<file path="src/assert_macros.svh">
// Assertion macros used by the top-level RTL file of the keyed slot store.
// Depends on nothing; each macro takes a label, clock, reset and message.
`ifndef ASSERT_MACROS_SVH
`define ASSERT_MACROS_SVH

// Same-cycle implication, disabled while reset is asserted.
`define ASSERT_SAME(label, clk, rst_n, ante, cons, msg) \
  label: assert property (@(posedge clk) disable iff (!rst_n) (ante) |-> (cons)) \
    else $error(msg);

// Next-cycle implication, disabled while reset is asserted.
`define ASSERT_NEXT(label, clk, rst_n, ante, cons, msg) \
  label: assert property (@(posedge clk) disable iff (!rst_n) (ante) |=> (cons)) \
    else $error(msg);

`endif

</file>
<file path="src/kss_pkg.sv">
// Package for the keyed slot store: field widths, status and op codes,
// default sizes and the search result struct. Depends on nothing.
package kss_pkg;

  localparam int KEY_W  = 32;
  localparam int SIZE_W = 7;
  localparam int IDX_W  = 6;
  localparam int OFF_W  = 11;
  localparam int WORD_W = 32;
  localparam int ST_W   = 2;
  localparam int CMP_W  = 18;
  localparam int IN_W   = 80;
  localparam int OUT_W  = 56;
  localparam int TBL_W  = KEY_W + OFF_W + SIZE_W;

  localparam int MAX_ENTRIES_DEF  = 32;
  localparam int BUFFER_WORDS_DEF = 1024;

  localparam logic [OFF_W-1:0] CAP_RESET = 11'd1024;

  localparam logic [ST_W-1:0] ST_OK        = 2'd0;
  localparam logic [ST_W-1:0] ST_NOT_FOUND = 2'd1;
  localparam logic [ST_W-1:0] ST_NO_SPACE  = 2'd2;
  localparam logic [ST_W-1:0] ST_TOO_LARGE = 2'd3;

  localparam logic OP_WRITE = 1'b0;
  localparam logic OP_READ  = 1'b1;

  typedef struct packed {
    logic done;
    logic found;
  } srch_res_t;

endpackage

</file>
<file path="src/kss_search.sv">
// Key search sequencer: steps through the entry table one slot a cycle and
// compares each stored key with the request key until one matches. Depends on kss_pkg.
module kss_search #(
  parameter int MAX_ENTRIES = kss_pkg::MAX_ENTRIES_DEF,
  parameter int CNT_W       = $clog2(MAX_ENTRIES + 1),
  parameter int AW          = (MAX_ENTRIES > 1) ? $clog2(MAX_ENTRIES) : 1
) (
  input  logic                    clk,
  input  logic                    rst_n,
  input  logic                    start,
  input  logic [kss_pkg::KEY_W-1:0] key,
  input  logic [CNT_W-1:0]        count,
  input  logic [kss_pkg::KEY_W-1:0] tbl_key,
  output logic                    rd_en,
  output logic [AW-1:0]           raddr,
  output kss_pkg::srch_res_t      res
);

  import kss_pkg::*;

  logic             busy_r, busy_nxt;
  logic             pend_r, pend_nxt;
  logic [CNT_W-1:0] idx_r, idx_nxt;
  logic             match;
  logic             exhaust;

  assign match   = busy_r && pend_r && (tbl_key == key);
  assign exhaust = busy_r && !match && (idx_r >= count);
  assign rd_en   = busy_r && !match && !exhaust;
  assign raddr   = idx_r[AW-1:0];
  assign res.done  = match || exhaust;
  assign res.found = match;

  always_comb begin
    busy_nxt = busy_r;
    pend_nxt = pend_r;
    idx_nxt  = idx_r;
    if (start) begin
      busy_nxt = 1'b1;
      pend_nxt = 1'b0;
      idx_nxt  = '0;
    end else if (busy_r) begin
      if (match || exhaust) begin
        busy_nxt = 1'b0;
        pend_nxt = 1'b0;
      end else begin
        pend_nxt = 1'b1;
        idx_nxt  = idx_r + 1'b1;
      end
    end
  end

  always_ff @(posedge clk) begin
    if (!rst_n) begin
      busy_r <= 1'b0;
      pend_r <= 1'b0;
      idx_r  <= '0;
    end else begin
      busy_r <= busy_nxt;
      pend_r <= pend_nxt;
      idx_r  <= idx_nxt;
    end
  end

endmodule

</file>
<file path="config.mk">
export PLATFORM = sky130hd
export DESIGN_NAME = kss_search
export DESIGN_NICKNAME = d
export VERILOG_FILES = /design/src/assert_macros.svh /design/src/kss_pkg.sv /design/src/kss_search.sv
export SDC_FILE = /design/constraint.sdc
export NUM_CORES = 1
export LEC_CHECK = 0
export BUFFER_PORTS_ARGS = -buffer_cell sky130_fd_sc_hd__buf_2
export CAP_MARGIN = 10
export CORE_AREA = 2 2 53 55
export CTS_CLUSTER_SIZE = 40
export DETAILED_ROUTE_END_ITERATION = 8
export DIE_AREA = 0 0 55 57
export GPL_TIMING_DRIVEN = 1
export PLACE_DENSITY = 0.86
export SYNTH_ARGS = -nofsm -noshare
export SYNTH_HDL_FRONTEND = slang
export SYNTH_SLANG_ARGS = --single-unit
</file>
<file path="constraint.sdc">
create_clock -name clk -period 6.35 [get_ports clk]
set_input_delay 0.3175 -clock clk [delete_from_list [all_inputs] [get_ports clk]]
set_output_delay 0.3175 -clock clk [all_outputs]
set_load 0.02 [all_outputs]
</file>
==> results of run 1 <==
-- state kept, by name, summed over array words and instances (netlist names) --
name,flops
pend_r,1
busy_r,1
idx_r,6
-- worst max-delay path, delay by kind of cell (launching register included) --
family | cells | cell delay [ns]
buf+inv | 2 | 0.29
flops | 1 | 0.37
fa+ha+maj | 1 | 0.26
simple gates | 2 | 0.43
compound gates | 3 | 0.63
-- cells by family after synthesis --
| family | share of synthesized area [%] |
|---|---|
| flip-flops | 15.6 |
| AND/OR/NAND/NOR | 29.2 |
| adder cells (fa/ha/maj) | 8.55 |
| XOR/XNOR | 27.3 |
| multiplexers | 1.95 |
| AO/OA/AOI/OAI | 10.7 |
| buffers and inverters | 6.59 |
-- worst min-delay path by stage --
stage	start	end	slack, ns	depth (start not counted)
global placement	idx_r[5]$_SDFFE_PP0P_	idx_r[5]$_SDFFE_PP0P_	0.48	2
CTS	rst_n	busy_r$_SDFF_PN0_	0.30	2
global route	start	busy_r$_SDFF_PN0_	0.30	2
finish	rst_n	busy_r$_SDFF_PN0_	0.30	2
detailed placement	idx_r[5]$_SDFFE_PP0P_	idx_r[5]$_SDFFE_PP0P_	0.49	2
floorplan	rst_n	busy_r$_SDFF_PN0_	0.44	1
-- power groups by stage --
stage	registers (mW)	clock network, mW	logic (mW)
after floorplan	0.0532	0	0.0321
after global placement	0.0534	0	0.0621
after detailed placement	0.0535	0	0.0629
after CTS	0.0524	0.0403	0.0632
after global routing	0.0526	0.0447	0.0696
final	0.0525	0.0393	0.0626
-- layout make-up --
cell class              count  area (um2)
fillers                   278        1170
multi-input cells         107         797
repair buffers             80         400
flip-flops and latches      8         160
well taps                  31        38.8
clock buffers               3        22.5
inverters                   6        22.5
-- metal layers --
layer / vias up / GRT usage (%)
li1: 609 / -
met1: 513 / 19.8
met2: 51 / 31.0
met3: 2 / 6.02
met4: 0 / 4.18
met5: - / 0
-- cell usage in the layout, fill, tap and decap left out, types with 3 or more instances in the layout --
master / netlist / routed
buf_2: 0 / 80
xor2_1: 22 / 22
xnor2_1: 10 / 10
nand2_1: 10 / 10
nor4_1: 9 / 9
dfxtp_1: 8 / 8
ha_1: 7 / 7
inv_1: 6 / 6
nand3_1: 5 / 5
a21oi_1: 5 / 5
nand4_1: 4 / 4
nand2b_1: 4 / 4
nor3_1: 3 / 3
clkbuf_4: 0 / 3
-- through the flow --
| stage | utilization, % | hold slack (ns) | worst slack [ns] |
|---|---|---|---|
| after floorplan | - | 0.435 | 4.27 |
| after global placement | 54.3 | 0.478 | 4.13 |
| after detailed placement | 54.3 | 0.486 | 4.08 |
| after CTS | 55.1 | 0.296 | 3.77 |
| after global routing | 55.1 | 0.300 | 3.58 |
| final | 55.1 | 0.295 | 3.78 |
==> results_dict.tcl, run 1 <==
set metrics [dict create \
    timing.critical_path.from_type "flip-flop" \
    p_total_mw 0.154 \
    synthArstFlopShare_pct 0 \
    drt_first_pass_iters 4 \
    wl_per_cell_um 10.9 \
    hold_buffers 0 \
    rows 19 \
    synthToLayoutAreaGrowth_pct 40.7 \
    placed_cells 232 \
    regToRegSetupSlack_ns 4.15 \
    synth_nets 207 \
    cts_setup_buffers 0 \
    worstPathCellList "inv_1 > ha_1 > nand2b_1 > a21o_1 > a21oi_1 > o211ai_1 > nor2_1 > buf_2" \
    grt_pass1_wl_um 4180 \
    stdcell_area_um2 1440 \
    fmax_mhz 389 \
    p_comb_share_pct 40.5 \
    tightest_slew_ns 0.456 \
    p_per_area_nw_per_um2 107 \
    rsz0062_at_grt "false" \
    grt_pass1_vias 1087 \
    worst_setup_path_end_kind "output pin" \
    top_layer "met4" \
    worstSetupStartpoint "idx_r[0]$_SDFFE_PP0P_" \
    cts_tree "done" \
    reg2reg_to "idx_r[5]$_SDFFE_PP0P_" \
    synth_edf_count 0 \
    synth-seq-cells 8 \
    critPathCapture "rd_en" \
    core_um2 2620 \
    cap_violations 0 \
    drc 0 \
    io_pins 81 \
    cts_root_buf "clkbuf_4" \
    clockBufferDepth 2 \
    synth_area_leaders "xor2_1 (19%), dfxtp_1 (16%), ha_1 (8.5%)" \
    peakVddDrop_uv 110 \
    drive_above_1_share_pct 42.6 \
    switching_share_pct 31.1 \
    synth_ff_type "dfxtp_1" \
    max_stage_delay_ns 0.37 \
    wl_met2_um 1300 \
    outcome "finished, final reports clean" \
    synth.yosys.seq_area_share_pct 15.6 \
    gp_congestion 0.859 \
    route.met3.wl_um 204 \
    cts_resized 0 \
    chipWidth_um 55 \
    nets 286 \
    ys_types 34 \
    clk_pin_slew_ns 0.05 \
    cts.sinks 8 \
    cpMaxStageDelayCell "dfxtp_1" \
    cp.required_ns 6.03 \
    p_int_mw 0.106 \
    final_cells 235 \
    slew_viol_final 0 \
    fin_skew_ns 0.00457 \
    synthTopCellsByCount "xor2_1 (22), nand2_1 (10), xnor2_1 (10)" \
    synth.most_common_cell "xor2_1" \
    dieHeight_um 57 \
    period_share_pct 40.5 \
    grt_max_degree 8 \
    vias 1175 \
    cts_inserted_buffers 3 \
    p_clk_share_pct 25.4 \
    insertion_delay_ns 0.26 \
    maxSlewHeadroom_pct 69.4 \
    setup-violations-final 0 \
    first_iter_violations 24 \
    syn_inst 127 \
    synth_area_um2 1020 \
    via_per_inst 5.00 \
    hold_viol_final 0 \
    grt_overflow 0 \
    fin_crit_ns 2.57 \
    critical_path_arrival_ns 2.25 \
    hp-class "in -> reg" \
    r2r_cells 8 \
    path_max_fanout 6 \
    post_dp_cell_area_um2 1420 \
    drt-met1-wl_um 1050 \
    switchingPower_mw 0.0480 \
    wl_um 2570 \
    grtUsageTotal_pct 17.6 \
    leakagePower_nw 0.729 \
    ys_warn_count 0 \
    die_area_um2 3140 \
    antenna_found_initial 0 \
    synth_area_per_cell_um2 8.07 \
    regToRegStartpoint "idx_r[0]$_SDFFE_PP0P_" \
    portBuffers 80 \
    place_hpwl_um 2310 \
    h-tree-depth 1 \
    synth.largest_area_cell "xor2_1" \
    seqPwrFrac_pct 34.0 \
    synth_top_area_share_pct 18.8 \
    detail-route-antenna-nets 0 \
    diodes 0 \
    tns_ns 0 \
    crit_type "reg -> out" \
    start_util_pct 39.2 \
]
(Power assumes the default switching activity.)
==> inputs of run 2 (changes only) <==
Settings changed: CORE_AREA 2 2 53 55 to 2 2 57 59, DIE_AREA 0 0 55 57 to 0 0 59 61, PLACE_DENSITY 0.86 to 0.79.
Clock period 6.35 ns to 2.1 ns, I/O delays scaled along.
==> results_dict.tcl, run 2 (same netlist as run 1, synthesis figures left out) <==
set metrics [dict create \
    hold_viol_final 0 \
    nets 292 \
    critical_path_buf_inv_count 2 \
    cap_violations 0 \
    gr-usage-met1_pct 14.8 \
    drt_first_pass_iters 4 \
    grtUsageMet2_pct 30.3 \
    largest_reg_flops 6 \
    grt_overflow 0 \
    hold_buffers 0 \
    path_max_fanout 5 \
    gp_congestion 0.785 \
    clk_pin_slew_ns 0.06 \
    cts_tree "done" \
    top_regs "idx_r x6, busy_r x1, pend_r x1" \
    antenna_found_initial 0 \
    detail-route-antenna-nets 0 \
    critical_path_arrival_ns 1.89 \
    rows 20 \
    grt_max_degree 7 \
    busiest_layer "met2" \
    max_stage_delay_ns 0.32 \
    cts_root_buf "clkbuf_4" \
    worst_setup_path_end_kind "output pin" \
    clockBufferDepth 2 \
    fin_util_pct 51.1 \
    hold-worst-slack_ns 0.0630 \
    grtUsageTotal_pct 14.8 \
    via_per_inst 4.96 \
    fin_crit_ns 1.99 \
    maxSlewHeadroom_pct 72.9 \
    p_per_area_nw_per_um2 324 \
    leakagePower_nw 0.768 \
    stdcell_area_um2 1510 \
    slew_viol_final 0 \
    h-tree-depth 1 \
    final_cell_mix "buf_2 (79), xor2_1 (22), xnor2_1 (10), nand2_1 (10), nor4_1 (9)" \
    outcome "finished, final reports clean" \
    tightest_slew_ns 0.404 \
    die_area_um2 3600 \
    dieHeight_um 61 \
    post_dp_cell_area_um2 1460 \
    hp-class "in -> reg" \
    synthToLayoutAreaGrowth_pct 47.4 \
    cp.required_ns 2.00 \
    worstPathCellList "inv_1 > ha_1 > nand2b_4 > a21o_1 > a21oi_2 > o211ai_1 > nor2_2 > buf_6" \
    cp_top_family "compound AO/OA/AOI/OAI gates" \
    multi_input_area_um2 811 \
    cpMaxStageDelayCell "dfxtp_2" \
    crit_type "reg -> out" \
    layout_commonest_cell "buf_2" \
    peakVddDrop_uv 101 \
    rsz0062_at_grt "false" \
    wl_per_cell_um 11.5 \
    place_hpwl_um 2460 \
    cts_inserted_buffers 3 \
    largest-register "idx_r" \
    insertion_delay_ns 0.26 \
    setup-violations-final 0 \
    use_met3_pct 1.92 \
    timing.critical_path.from_type "flip-flop" \
    tns_ns 0 \
    grt_pass1_wl_um 4150 \
    io_pins 81 \
    fillers 317 \
    final_cells 243 \
    period_share_pct 94.9 \
    drc 0 \
    start_util_pct 34.7 \
    wl_um 2780 \
    placed_cells 239 \
    grt_pass1_vias 1119 \
    fin_skew_ns 0.00308 \
    drive_above_1_share_pct 46.2 \
    vias 1206 \
    chipWidth_um 59 \
    first_iter_violations 36 \
    core_um2 2950 \
    portBuffers 80 \
    diodes 0 \
    cts.sinks 8 \
    fmax_mhz 502 \
    register_area_um2 161 \
]
[run 2: cell types whose count changed in the layout (fill, tap and decap cells not counted)]
cell | previous run | this run
buf_4 | 0 | 6
buf_6 | 0 | 1
buf_2 | 80 | 79
nand2b_1 | 4 | 3
nand2b_4 | 0 | 1
nor2_1 | 2 | 1
a21oi_1 | 5 | 4
a21oi_2 | 0 | 1
dfxtp_1 | 8 | 7
nor2_2 | 0 | 1
dfxtp_2 | 0 | 1
[run 2: power breakdown]
| group | switching, mW | total, mW | internal (mW) |
|---|---|---|---|
| clock network | 0.0591 | 0.125 | 0.0659 |
| logic | 0.0966 | 0.208 | 0.111 |
| registers | 0.00153 | 0.157 | 0.155 |
[run 2: metal layers]
| metal | vias up | part of all wire [%] |
|---|---|---|
| li1 | 620 | - |
| met1 | 534 | 40 |
| met2 | 46 | 53 |
| met3 | 6 | 5.6 |
| met4 | 0 | 1.7 |
| met5 | - | 0 |
[run 2: what timing repair did]
action / in CTS / in global routing
pin swaps: 2 / 4
setup buffers: 1 / 0
setup endpoints to repair: 1 / 2
gates cloned: 0 / 0
resized for setup: 1 / 5
[run 2: worst paths after layout]
check | slack (ns) | cells after the start | from | endpoint
min | 0.06 | 2 | rst_n | busy_r$_SDFF_PN0_
max | 0.11 | 8 | idx_r[0]$_SDFFE_PP0P_ | rd_en
max reg2reg | 0.14 | 8 | idx_r[0]$_SDFFE_PP0P_ | idx_r[5]$_SDFFE_PP0P_
min reg2reg | 0.49 | 2 | idx_r[5]$_SDFFE_PP0P_ | idx_r[5]$_SDFFE_PP0P_
[run 2: final cells by class]
type	count	area share, %
repair buffers	86	29.9
well taps	33	2.73
inverters	6	1.49
multi-input cells	107	53.7
flip-flops and latches	8	10.7
clock buffers	3	1.49
[run 2: per-stage QoR]
step                total power [mW]  worst slack (ns)
finish                         0.490             0.108
global route                   0.517            0.0118
CTS                            0.484            0.0178
detailed placement             0.359            0.0393
global placement               0.355            0.0864
floorplan                      0.258            0.0716
[run 2: worst reg2reg max path, delay by kind of cell (launching register included)]
family	cells	cell delay [ns]
flip-flops	1	0.32
AO/OA/AOI/OAI	4	0.70
adder cells (fa/ha/maj)	1	0.26
buffers and inverters	1	0.05
AND/OR/NAND/NOR	2	0.57
